==> config.mk <==
export PLATFORM = sky130hd
export DESIGN_NAME = playfair_digram_cipher_top
export DESIGN_NICKNAME = d
export VERILOG_FILES = /design/src/design/pfc_pkg.sv /design/src/design/playfair_digram_cipher_top.sv /design/src/design/pfc_ctrl.sv /design/src/design/pfc_datapath.sv
export SDC_FILE = /design/constraint.sdc
export NUM_CORES = 1
export LEC_CHECK = 0
export BUFFER_PORTS_ARGS = -buffer_cell sky130_fd_sc_hd__buf_4
export CAP_MARGIN = 20
export CELL_PAD_IN_SITES_DETAIL_PLACEMENT = 1
export CELL_PAD_IN_SITES_GLOBAL_PLACEMENT = 2
export CORE_MARGIN = 5
export CORE_UTILIZATION = 43
export CTS_CLUSTER_SIZE = 16
export DETAILED_ROUTE_END_ITERATION = 10
export PLACE_DENSITY = 0.87
export SLEW_MARGIN = 15
export SYNTH_ARGS = -nofsm -noshare
export SYNTH_HDL_FRONTEND = slang
export SYNTH_SLANG_ARGS = --single-unit
==> constraint.sdc <==
create_clock -name clk -period 6.2 [get_ports clk]
set_input_delay 1.24 -clock clk [delete_from_list [all_inputs] [get_ports clk]]
set_output_delay 1.24 -clock clk [all_outputs]
set_load 0.1 [all_outputs]
==> src/design/pfc_pkg.sv <==
// Shared types, codes and helpers for the Playfair digram cipher.
// Used by pfc_ctrl, pfc_datapath and playfair_digram_cipher_top; no dependencies.
package pfc_pkg;

	typedef struct packed {
		logic [1:0] command;
		logic [7:0] byte_a;
		logic [7:0] byte_b;
	} pfc_in_t;

	typedef struct packed {
		logic [7:0] cipher_a;
		logic [7:0] cipher_b;
		logic [1:0] status;
		logic [4:0] letters_placed;
	} pfc_out_t;

	// Commands carried in the command field.
	localparam logic [1:0] CMD_CLEAR   = 2'd0;
	localparam logic [1:0] CMD_KEY     = 2'd1;
	localparam logic [1:0] CMD_FINISH  = 2'd2;
	localparam logic [1:0] CMD_ENCRYPT = 2'd3;

	// Result status codes.
	localparam logic [1:0] ST_DONE       = 2'd0;
	localparam logic [1:0] ST_IGNORED    = 2'd1;
	localparam logic [1:0] ST_NOT_READY  = 2'd2;
	localparam logic [1:0] ST_BAD_LETTER = 2'd3;

	localparam logic [7:0] LETTER_BASE = 8'd97;   // 'a'
	localparam logic [7:0] LETTER_LAST = 8'd122;  // 'z'
	localparam logic [7:0] LETTER_J    = 8'd106;  // 'j'
	localparam logic [7:0] UPPER_A     = 8'd65;
	localparam logic [7:0] UPPER_Z     = 8'd90;
	localparam logic [7:0] CASE_GAP    = 8'd32;
	localparam logic [4:0] CELLS       = 5'd25;
	localparam logic [4:0] LAST_LETTER = 5'd25;
	localparam logic [4:0] J_INDEX     = 5'd9;
	localparam logic [4:0] I_INDEX     = 5'd8;
	localparam logic [2:0] LAST_POS    = 3'd4;

	// Command and status groups between the controller and the datapath.
	typedef struct packed {
		logic accept;     // latch the input word, read letter positions
		logic exec;       // carry out the command's first step
		logic fill_step;  // examine one letter of the finishing walk
		logic cell_out;   // ciphertext letters are ready in the read registers
		logic out_load;   // write the result register
	} pfc_ctl_t;

	typedef struct packed {
		logic [1:0] cmd;
		logic       ready;
		logic       digram_ok;
		logic       fill_last;
	} pfc_sts_t;

	// Split a cell number 0..24 into {row, column}.
	function automatic logic [5:0] cell_rc(input logic [4:0] cell_num);
		logic [2:0] row;
		logic [4:0] rem;
		begin
			if (cell_num >= 5'd20) begin
				row = 3'd4;
				rem = cell_num - 5'd20;
			end else if (cell_num >= 5'd15) begin
				row = 3'd3;
				rem = cell_num - 5'd15;
			end else if (cell_num >= 5'd10) begin
				row = 3'd2;
				rem = cell_num - 5'd10;
			end else if (cell_num >= 5'd5) begin
				row = 3'd1;
				rem = cell_num - 5'd5;
			end else begin
				row = 3'd0;
				rem = cell_num;
			end
			return {row, rem[2:0]};
		end
	endfunction

	// Cell number from row and column: row * 5 + column.
	function automatic logic [4:0] rc_cell(input logic [2:0] row, input logic [2:0] col);
		return 5'({row, 2'b00}) + 5'(row) + 5'(col);
	endfunction

	// Next row or column with wrap around the square.
	function automatic logic [2:0] wrap_inc(input logic [2:0] pos);
		return (pos == LAST_POS) ? 3'd0 : pos + 3'd1;
	endfunction

endpackage

==> src/design/playfair_digram_cipher_top.sv <==
// Top level of the Playfair digram cipher: controller, datapath and checks.
// Depends on pfc_pkg, pfc_ctrl and pfc_datapath.
//
//   channel | handshake           | word
//   --------+---------------------+--------------------------------------------
//   in      | in_valid, in_ready  | command, byte_a, byte_b
//   out     | out_valid, out_ready| cipher_a, cipher_b, status, letters_placed
//
// Each input word gives exactly one output word. Clear, key byte, a finish
// on an already complete square and an encrypt that fails are accepted, then
// executed and delivered together. A successful encrypt reads the two letter
// positions, then the two target cells of the key square, then delivers.
// Finishing the square walks all 26 letters one per cycle.
// Reset clears the letter set, fill count and ready flag; the tables need no
// clearing. A word may be accepted while the previous result still waits;
// the execute step, and the last step of a finish or a successful encrypt,
// hold while the output still has a word that is not being taken.
module playfair_digram_cipher_top (
	input  logic              clk,
	input  logic              arst_n,
	input  logic              in_valid,
	output logic              in_ready,
	input  pfc_pkg::pfc_in_t  in_data,
	output logic              out_valid,
	input  logic              out_ready,
	output pfc_pkg::pfc_out_t out_data
);
	import pfc_pkg::*;

	// The controller sees only command-level status; the datapath sees only
	// the step commands, so all sequencing lives in one place.
	pfc_ctl_t ctl;
	pfc_sts_t sts;

	pfc_ctrl u_ctrl (
		.clk       (clk),
		.arst_n    (arst_n),
		.in_valid  (in_valid),
		.in_ready  (in_ready),
		.out_valid (out_valid),
		.out_ready (out_ready),
		.sts       (sts),
		.ctl       (ctl)
	);

	pfc_datapath u_datapath (
		.clk      (clk),
		.arst_n   (arst_n),
		.in_data  (in_data),
		.ctl      (ctl),
		.sts      (sts),
		.out_data (out_data)
	);

	// After a word is taken, in_ready is low in the following cycle.
	assert property (@(posedge clk) disable iff (!arst_n)
		in_valid && in_ready |=> !in_ready)
	else $error("input taken again right after an accept");

	// Ciphertext appears only with a done status.
	assert property (@(posedge clk) disable iff (!arst_n)
		out_valid && (out_data.cipher_a != 8'd0 || out_data.cipher_b != 8'd0)
		|-> out_data.status == ST_DONE)
	else $error("ciphertext with a failure status");

	// A successful encryption needs a full square.
	assert property (@(posedge clk) disable iff (!arst_n)
		out_valid && out_data.cipher_a != 8'd0 |-> out_data.letters_placed == CELLS)
	else $error("ciphertext from an incomplete square");

	// The fill count never passes the square size.
	assert property (@(posedge clk) disable iff (!arst_n)
		out_valid |-> out_data.letters_placed <= CELLS)
	else $error("fill count beyond the square");

endmodule

==> src/design/pfc_ctrl.sv <==
// Sequencing state machine for the Playfair digram cipher.
// Depends on pfc_pkg; drives pfc_datapath through pfc_ctl_t.
module pfc_ctrl (
	input  logic              clk,
	input  logic              arst_n,
	input  logic              in_valid,
	output logic              in_ready,
	output logic              out_valid,
	input  logic              out_ready,
	input  pfc_pkg::pfc_sts_t sts,
	output pfc_pkg::pfc_ctl_t ctl
);
	import pfc_pkg::*;

	localparam logic [1:0] S_IDLE = 2'd0;
	localparam logic [1:0] S_EXEC = 2'd1;
	localparam logic [1:0] S_FILL = 2'd2;
	localparam logic [1:0] S_CELL = 2'd3;

	logic [1:0] state_q, state_nxt;
	logic       out_valid_q;
	logic       out_free;

	assign out_free  = !out_valid_q || out_ready;
	assign in_ready  = (state_q == S_IDLE);
	assign out_valid = out_valid_q;

	always_comb begin
		state_nxt = state_q;
		ctl       = '0;
		unique case (state_q)
			S_IDLE: begin
				if (in_valid) begin
					ctl.accept = 1'b1;
					state_nxt  = S_EXEC;
				end
			end
			S_EXEC: begin
				if (out_free) begin
					ctl.exec = 1'b1;
					if (sts.cmd == CMD_FINISH && !sts.ready) begin
						state_nxt = S_FILL;
					end else if (sts.cmd == CMD_ENCRYPT && sts.ready && sts.digram_ok) begin
						state_nxt = S_CELL;
					end else begin
						ctl.out_load = 1'b1;
						state_nxt    = S_IDLE;
					end
				end
			end
			S_FILL: begin
				if (!sts.fill_last || out_free) begin
					ctl.fill_step = 1'b1;
					if (sts.fill_last) begin
						ctl.out_load = 1'b1;
						state_nxt    = S_IDLE;
					end
				end
			end
			S_CELL: begin
				if (out_free) begin
					ctl.cell_out = 1'b1;
					ctl.out_load = 1'b1;
					state_nxt    = S_IDLE;
				end
			end
		endcase
	end

	always_ff @(posedge clk or negedge arst_n) begin
		if (!arst_n) begin
			state_q     <= S_IDLE;
			out_valid_q <= 1'b0;
		end else begin
			state_q <= state_nxt;
			if (ctl.out_load) begin
				out_valid_q <= 1'b1;
			end else if (out_ready) begin
				out_valid_q <= 1'b0;
			end
		end
	end

endmodule

==> src/design/pfc_datapath.sv <==
// Key square storage, letter bookkeeping and digram mapping for the cipher.
// Depends on pfc_pkg; commanded by pfc_ctrl through pfc_ctl_t.
module pfc_datapath (
	input  logic              clk,
	input  logic              arst_n,
	input  pfc_pkg::pfc_in_t  in_data,
	input  pfc_pkg::pfc_ctl_t ctl,
	output pfc_pkg::pfc_sts_t sts,
	output pfc_pkg::pfc_out_t out_data
);
	import pfc_pkg::*;

	// Cell of each letter and letter of each cell, written as the square fills.
	logic [4:0] letter_cell [26];
	logic [4:0] key_square  [25];

	logic [1:0]  cmd_q;
	logic [7:0]  a_q, b_q;
	logic [25:0] used_q;
	logic [4:0]  fill_q, fill_nxt;
	logic        ready_q;
	logic [4:0]  k_q;
	logic [4:0]  pa_q, pb_q;
	logic [4:0]  ks_a_q, ks_b_q;
	pfc_out_t    out_q;

	logic [7:0] in_off_a, in_off_b;
	logic [4:0] rd_addr_a, rd_addr_b;
	logic       digram_a_ok, digram_b_ok;

	logic [7:0] key_char;
	logic       key_letter;
	logic [4:0] key_off, key_idx;
	logic       key_ok, key_place, fill_place;

	logic       we;
	logic [4:0] w_letter;

	logic [2:0] ra, ca, rb, cb;
	logic [4:0] cell_a, cell_b;

	logic [1:0] exec_status;
	pfc_out_t   res;

	// Letter positions are looked up straight from the incoming word.
	assign in_off_a  = in_data.byte_a - LETTER_BASE;
	assign in_off_b  = in_data.byte_b - LETTER_BASE;
	assign rd_addr_a = (in_data.byte_a >= LETTER_BASE && in_data.byte_a <= LETTER_LAST)
		? in_off_a[4:0] : 5'd0;
	assign rd_addr_b = (in_data.byte_b >= LETTER_BASE && in_data.byte_b <= LETTER_LAST)
		? in_off_b[4:0] : 5'd0;

	assign digram_a_ok = a_q >= LETTER_BASE && a_q <= LETTER_LAST && a_q != LETTER_J;
	assign digram_b_ok = b_q >= LETTER_BASE && b_q <= LETTER_LAST && b_q != LETTER_J;

	// Key byte: fold upper case, drop non-letters, j goes to i.
	always_comb begin
		key_char   = (a_q >= UPPER_A && a_q <= UPPER_Z) ? a_q + CASE_GAP : a_q;
		key_letter = key_char >= LETTER_BASE && key_char <= LETTER_LAST;
		key_off    = 5'(key_char - LETTER_BASE);
		key_idx    = (key_off == J_INDEX) ? I_INDEX : key_off;
		key_ok     = !ready_q && key_letter && !used_q[key_idx];
		key_place  = key_ok && fill_q < CELLS;
		fill_place = k_q != J_INDEX && !used_q[k_q] && fill_q < CELLS;
	end

	assign we       = (ctl.exec && cmd_q == CMD_KEY && key_place) || (ctl.fill_step && fill_place);
	assign w_letter = ctl.exec ? key_idx : k_q;

	always_comb begin
		fill_nxt = fill_q;
		if (ctl.exec && cmd_q == CMD_CLEAR) begin
			fill_nxt = 5'd0;
		end else if (we) begin
			fill_nxt = fill_q + 5'd1;
		end
	end

	// Digram rules on the looked-up cells.
	always_comb begin
		{ra, ca} = cell_rc(pa_q);
		{rb, cb} = cell_rc(pb_q);
		priority if (ra == rb) begin
			cell_a = rc_cell(ra, wrap_inc(ca));
			cell_b = rc_cell(rb, wrap_inc(cb));
		end else if (ca == cb) begin
			cell_a = rc_cell(wrap_inc(ra), ca);
			cell_b = rc_cell(wrap_inc(rb), cb);
		end else begin
			cell_a = rc_cell(ra, cb);
			cell_b = rc_cell(rb, ca);
		end
	end

	always_comb begin
		unique case (cmd_q)
			CMD_KEY:     exec_status = key_ok ? ST_DONE : ST_IGNORED;
			CMD_ENCRYPT: exec_status = !ready_q ? ST_NOT_READY :
				(digram_a_ok && digram_b_ok) ? ST_DONE : ST_BAD_LETTER;
			default:     exec_status = ST_DONE;
		endcase
	end

	always_comb begin
		res                = '0;
		res.letters_placed = fill_nxt;
		if (ctl.cell_out) begin
			res.cipher_a = LETTER_BASE + {3'b000, ks_a_q};
			res.cipher_b = LETTER_BASE + {3'b000, ks_b_q};
			res.status   = ST_DONE;
		end else if (ctl.exec) begin
			res.status = exec_status;
		end else begin
			res.status = ST_DONE;
		end
	end

	// Memories and payload registers.
	always_ff @(posedge clk) begin
		if (we) begin
			key_square[fill_q]    <= w_letter;
			letter_cell[w_letter] <= fill_q;
		end
		if (ctl.accept) begin
			cmd_q <= in_data.command;
			a_q   <= in_data.byte_a;
			b_q   <= in_data.byte_b;
			pa_q  <= letter_cell[rd_addr_a];
			pb_q  <= letter_cell[rd_addr_b];
		end
		if (ctl.exec) begin
			ks_a_q <= key_square[cell_a];
			ks_b_q <= key_square[cell_b];
		end
		if (ctl.out_load) begin
			out_q <= res;
		end
	end

	always_ff @(posedge clk or negedge arst_n) begin
		if (!arst_n) begin
			used_q  <= '0;
			fill_q  <= '0;
			ready_q <= 1'b0;
			k_q     <= '0;
		end else begin
			fill_q <= fill_nxt;
			if (ctl.exec && cmd_q == CMD_CLEAR) begin
				used_q  <= '0;
				ready_q <= 1'b0;
			end else if (we) begin
				used_q[w_letter] <= 1'b1;
			end
			if (ctl.exec) begin
				k_q <= '0;
			end else if (ctl.fill_step) begin
				k_q <= k_q + 5'd1;
				if (k_q == LAST_LETTER) begin
					ready_q <= 1'b1;
				end
			end
		end
	end

	assign sts.cmd       = cmd_q;
	assign sts.ready     = ready_q;
	assign sts.digram_ok = digram_a_ok && digram_b_ok;
	assign sts.fill_last = (k_q == LAST_LETTER);
	assign out_data      = out_q;

endmodule

==> implementation parameters <==
Parameter                              Value

Outcome
  Outcome    finished, final reports clean

CTS
  Root buf cell    sky130_fd_sc_hd__clkbuf_16
  Register clock-pin slew on the reported worst setup and hold paths    0.06 ns
  Setup fix buffers added after clock tree synthesis    0
  Cts bufs inserted    42
  Post_cts resized    0
  Maximum buffer depth of the clock tree    3
  TritonCTS clock tree    yes
  H-tree depth    2
  Hold-fix buffer count after cts    0
  Sinks on the clock net    356
  Clk Latency, worst-skew pair    about 0.57 ns

Synth
  Yosys top cell area share    approximately 47%
  Flops & latches, synth    356
  Post-synth design cell area    20000 sq um
  Mean cell area of the mapped netlist    11.06 sq um
  Distinct cells, synth    93
  Area leader, netlist    sky130_fd_sc_hd__edfxtp_1
  Share of async-settable or async-resettable flops after synthesis    roughly 11%
  Synth top area cells    sky130_fd_sc_hd__edfxtp_1, sky130_fd_sc_hd__dfrtp_1, sky130_fd_sc_hd__nand2_1
  Warning count from the yosys run    0
  Number of flops mapped to enable cells by yosys    316
  Post-Synthesis Net Count    ~1900
  Register area share after synthesis    52.44%
  Post-synth top flop    sky130_fd_sc_hd__edfxtp_1
  Count of mapped cells out of synthesis    1808

STA
  Final clock skew    0.02719 ns
  Final setup viols    0
  Worst slew pin tran    1.131 ns
  Final TNS setup    0 ns
  Final period util    93.26%
  Max-slew violation total from the final report    0
  Max Clock Freq    173.0 MHz
  Final critical-path required period    5.782 ns
  Unrepaired setup endpoints after global routing    no
  Max-Slew Margin vs Limit    between 20% and 30%
  Number of hold violations in the final report    0

Route
  Number of remaining DRC errors    0
  Via count    15600
  Average wire length per cell after detail routing    25.66 um
  Total routed wirelength    between 60 and 70 mm
  Antenna-violating nets left    0
  Number of violations reported at the end of detailed-routing iteration 0    between 1000 and 1500
  Via-to-Cell Ratio    6.220
  Count of TritonRoute iterations in the first routing pass    5

Global routing
  Global-route usage over all layers    24.88%
  Maximum number of pins on one net before global-route repair    42
  Global-route wire length before repair    98.24 mm
  Vias in the first global route    16220
  Initial antenna violation count    5
  Global-route congestion overflow total    0

Finish
  Commonest non-fill, non-tap cell in the layout    sky130_fd_sc_hd__edfxtp_1
  Ratio of cells with drive above 1 in the final layout    14.52%
  Sequential cell area    10490 sq um
  Most frequent cells in the layout    sky130_fd_sc_hd__edfxtp_1, sky130_fd_sc_hd__nand2_1, sky130_fd_sc_hd__buf_4
  Multi-input combinational cell area    8892 sq um
  Final non-filler cell area    approximately 23000 sq um
  Final net count    1959
  Count of inserted antenna diode cells    0
  Number of fill cells in the layout    4925
  Layout Area Growth over Synthesis    13.52%

Place
  Gpl congestion    0.9331
  I/O Buffers    46
  Estimated wirelength of the detail-placed design    45.81 mm
  DP Area    21350 sq um

Worst setup path
  Cell occurring most often along the worst timing path    sky130_fd_sc_hd__ha_1
  Required arrival time at the worst endpoint    6.59 ns
  Critical path data arrival time    6.17 ns
  Maximum fanout encountered on the critical timing path    14
  Delay of the slowest critical-path stage    approximately 0.66 ns
  Slowest cell on the critical path    sky130_fd_sc_hd__edfxtp_1
  Type of the worst setup path    reg2reg
  Element type at the critical path end    register
  Startpoint types    register
  Critical Path, Cell by Cell    ha_1, nor2b_1, o31a_1, nor4_1, nor4_4, inv_1, ha_1, ha_1, inv_1, fa_1, or4_4, a31oi_4, buf_4, mux2_2, a32o_1, nor4_2

Floorplanning
  Die boundary height    225.7 um
  Chip Width    ~230 um
  Number of top-level pins    47
  Core region area    46260 sq um
  Area of the die    50940 sq um
  Std cell rows    79
  Starting density of the core    a little over two fifths

Hold path
  Worst min path class    reg2reg

Flow run
  Number of maximum-capacitance violations    0
-- cell families after synthesis --
group	synth area share [%]
flops	52.44
compound gates	15.16
xor+xnor	2.145
simple gates	15.90
mux	6.223
buf+inv	3.515
fa+ha+maj	4.616
-- synth_stat cells (15+ instances only) --
cell / n
sky130_fd_sc_hd__o21ai_0: 68
sky130_fd_sc_hd__nor2_1: 83
sky130_fd_sc_hd__o22ai_1: 18
sky130_fd_sc_hd__a311oi_1: 27
sky130_fd_sc_hd__a21o_1: 18
sky130_fd_sc_hd__mux2i_1: 76
sky130_fd_sc_hd__buf_2: 16
sky130_fd_sc_hd__o211ai_1: 57
sky130_fd_sc_hd__a31oi_1: 20
sky130_fd_sc_hd__a211oi_1: 18
sky130_fd_sc_hd__and2_1: 33
sky130_fd_sc_hd__and3_1: 18
sky130_fd_sc_hd__xor2_1: 17
sky130_fd_sc_hd__or3_1: 58
sky130_fd_sc_hd__nand3_1: 68
sky130_fd_sc_hd__nor2b_1: 18
sky130_fd_sc_hd__inv_1: 52
sky130_fd_sc_hd__nand2_1: 227
sky130_fd_sc_hd__mux4_2: 15
sky130_fd_sc_hd__a221oi_1: 28
sky130_fd_sc_hd__nor3_1: 59
sky130_fd_sc_hd__a21oi_1: 60
sky130_fd_sc_hd__xnor2_1: 23
sky130_fd_sc_hd__o21a_1: 27
sky130_fd_sc_hd__ha_1: 61
sky130_fd_sc_hd__nand2b_1: 23
sky130_fd_sc_hd__clkbuf_1: 86
sky130_fd_sc_hd__edfxtp_1: 316
sky130_fd_sc_hd__dfrtp_1: 40
-- through the flow --
| stage | hold WS [ns] | setup slack (ns) | util, % | instances |
|---|---|---|---|---|
| 2_1_floorplan | 0.4659 | 1.278 | - | 1808 |
| 3_3_place_gp | 0.4909 | 0.6749 | 46.14 | 2429 |
| 3_5_place_dp | 0.5007 | 0.4774 | 46.16 | 2431 |
| 4_1_cts | 0.5210 | 0.4374 | 49.08 | 2508 |
| 5_1_grt | 0.5380 | 0.1235 | 49.09 | 2508 |
| 6_report | 0.5253 | 0.4182 | 49.09 | 2508 |
-- flip-flops by register name (all words and copies together), names as in the netlist --
signal and count:
u_datapath.pb_q 5, u_datapath.cmd_q 2, u_datapath.b_q 8, u_datapath.letter_cell 130, u_datapath.ks_b_q 5, u_datapath.key_square 125
u_datapath.ready_q 1, u_datapath.ks_a_q 5, u_datapath.a_q 8, u_ctrl.state_q 2, u_datapath.pa_q 5, u_datapath.out_data 23
u_datapath.k_q 5, u_datapath.used_q 26, u_ctrl.out_valid 1, u_datapath.fill_q 5
-- path summary, 6_finish.rpt --
check / startpoint / end / slack, ns / cells after the start
setup / recovery: u_datapath.pa_q[2] / u_datapath.ks_a_q[0] / 0.42 / 16
hold / removal: u_datapath.used_q[25] / u_datapath.used_q[25] / 0.53 / 1
setup reg to reg: u_datapath.pa_q[2] / u_datapath.ks_a_q[0] / 0.42 / 16
hold reg to reg: u_datapath.used_q[25] / u_datapath.used_q[25] / 0.53 / 1
max in group asynchronous: arst_n / u_datapath.used_q[23] / 5.12 / 1
min in group asynchronous: arst_n / u_datapath.fill_q[4] / 0.66 / 1
-- cell type report --
| class | count | share of cell area (%) |
|---|---|---|
| clock inverter | 22 | 0.8760 |
| multi-input combinational | 1282 | 39.16 |
| clock buffer | 55 | 5.069 |
| timing repair buffer | 133 | 4.485 |
| tap | 607 | 3.344 |
| sequential | 356 | 46.19 |
| inverter | 53 | 0.8760 |
-- critical path, delay by kind of cell (launching register included) --
family	cells	cell delay, ns
mux	1	0.37
buf+inv	3	0.62
compound gates	3	0.98
simple gates	5	1.74
flops	1	0.66
fa+ha+maj	4	1.23
-- metal layers --
metal / routed length (um) / vias up / global-route usage [%]
met5: 27 / - / 0
met4: 2439 / 4 / 9.293
met3: 3884 / 146 / 3.952
met2: 31790 / 551 / 42.65
met1: 26230 / 7916 / 31.94
li1: - / 6982 / -
Power is not shown: default switching activity piles up to over one toggle a cycle in this logic, so the estimate is an artifact.
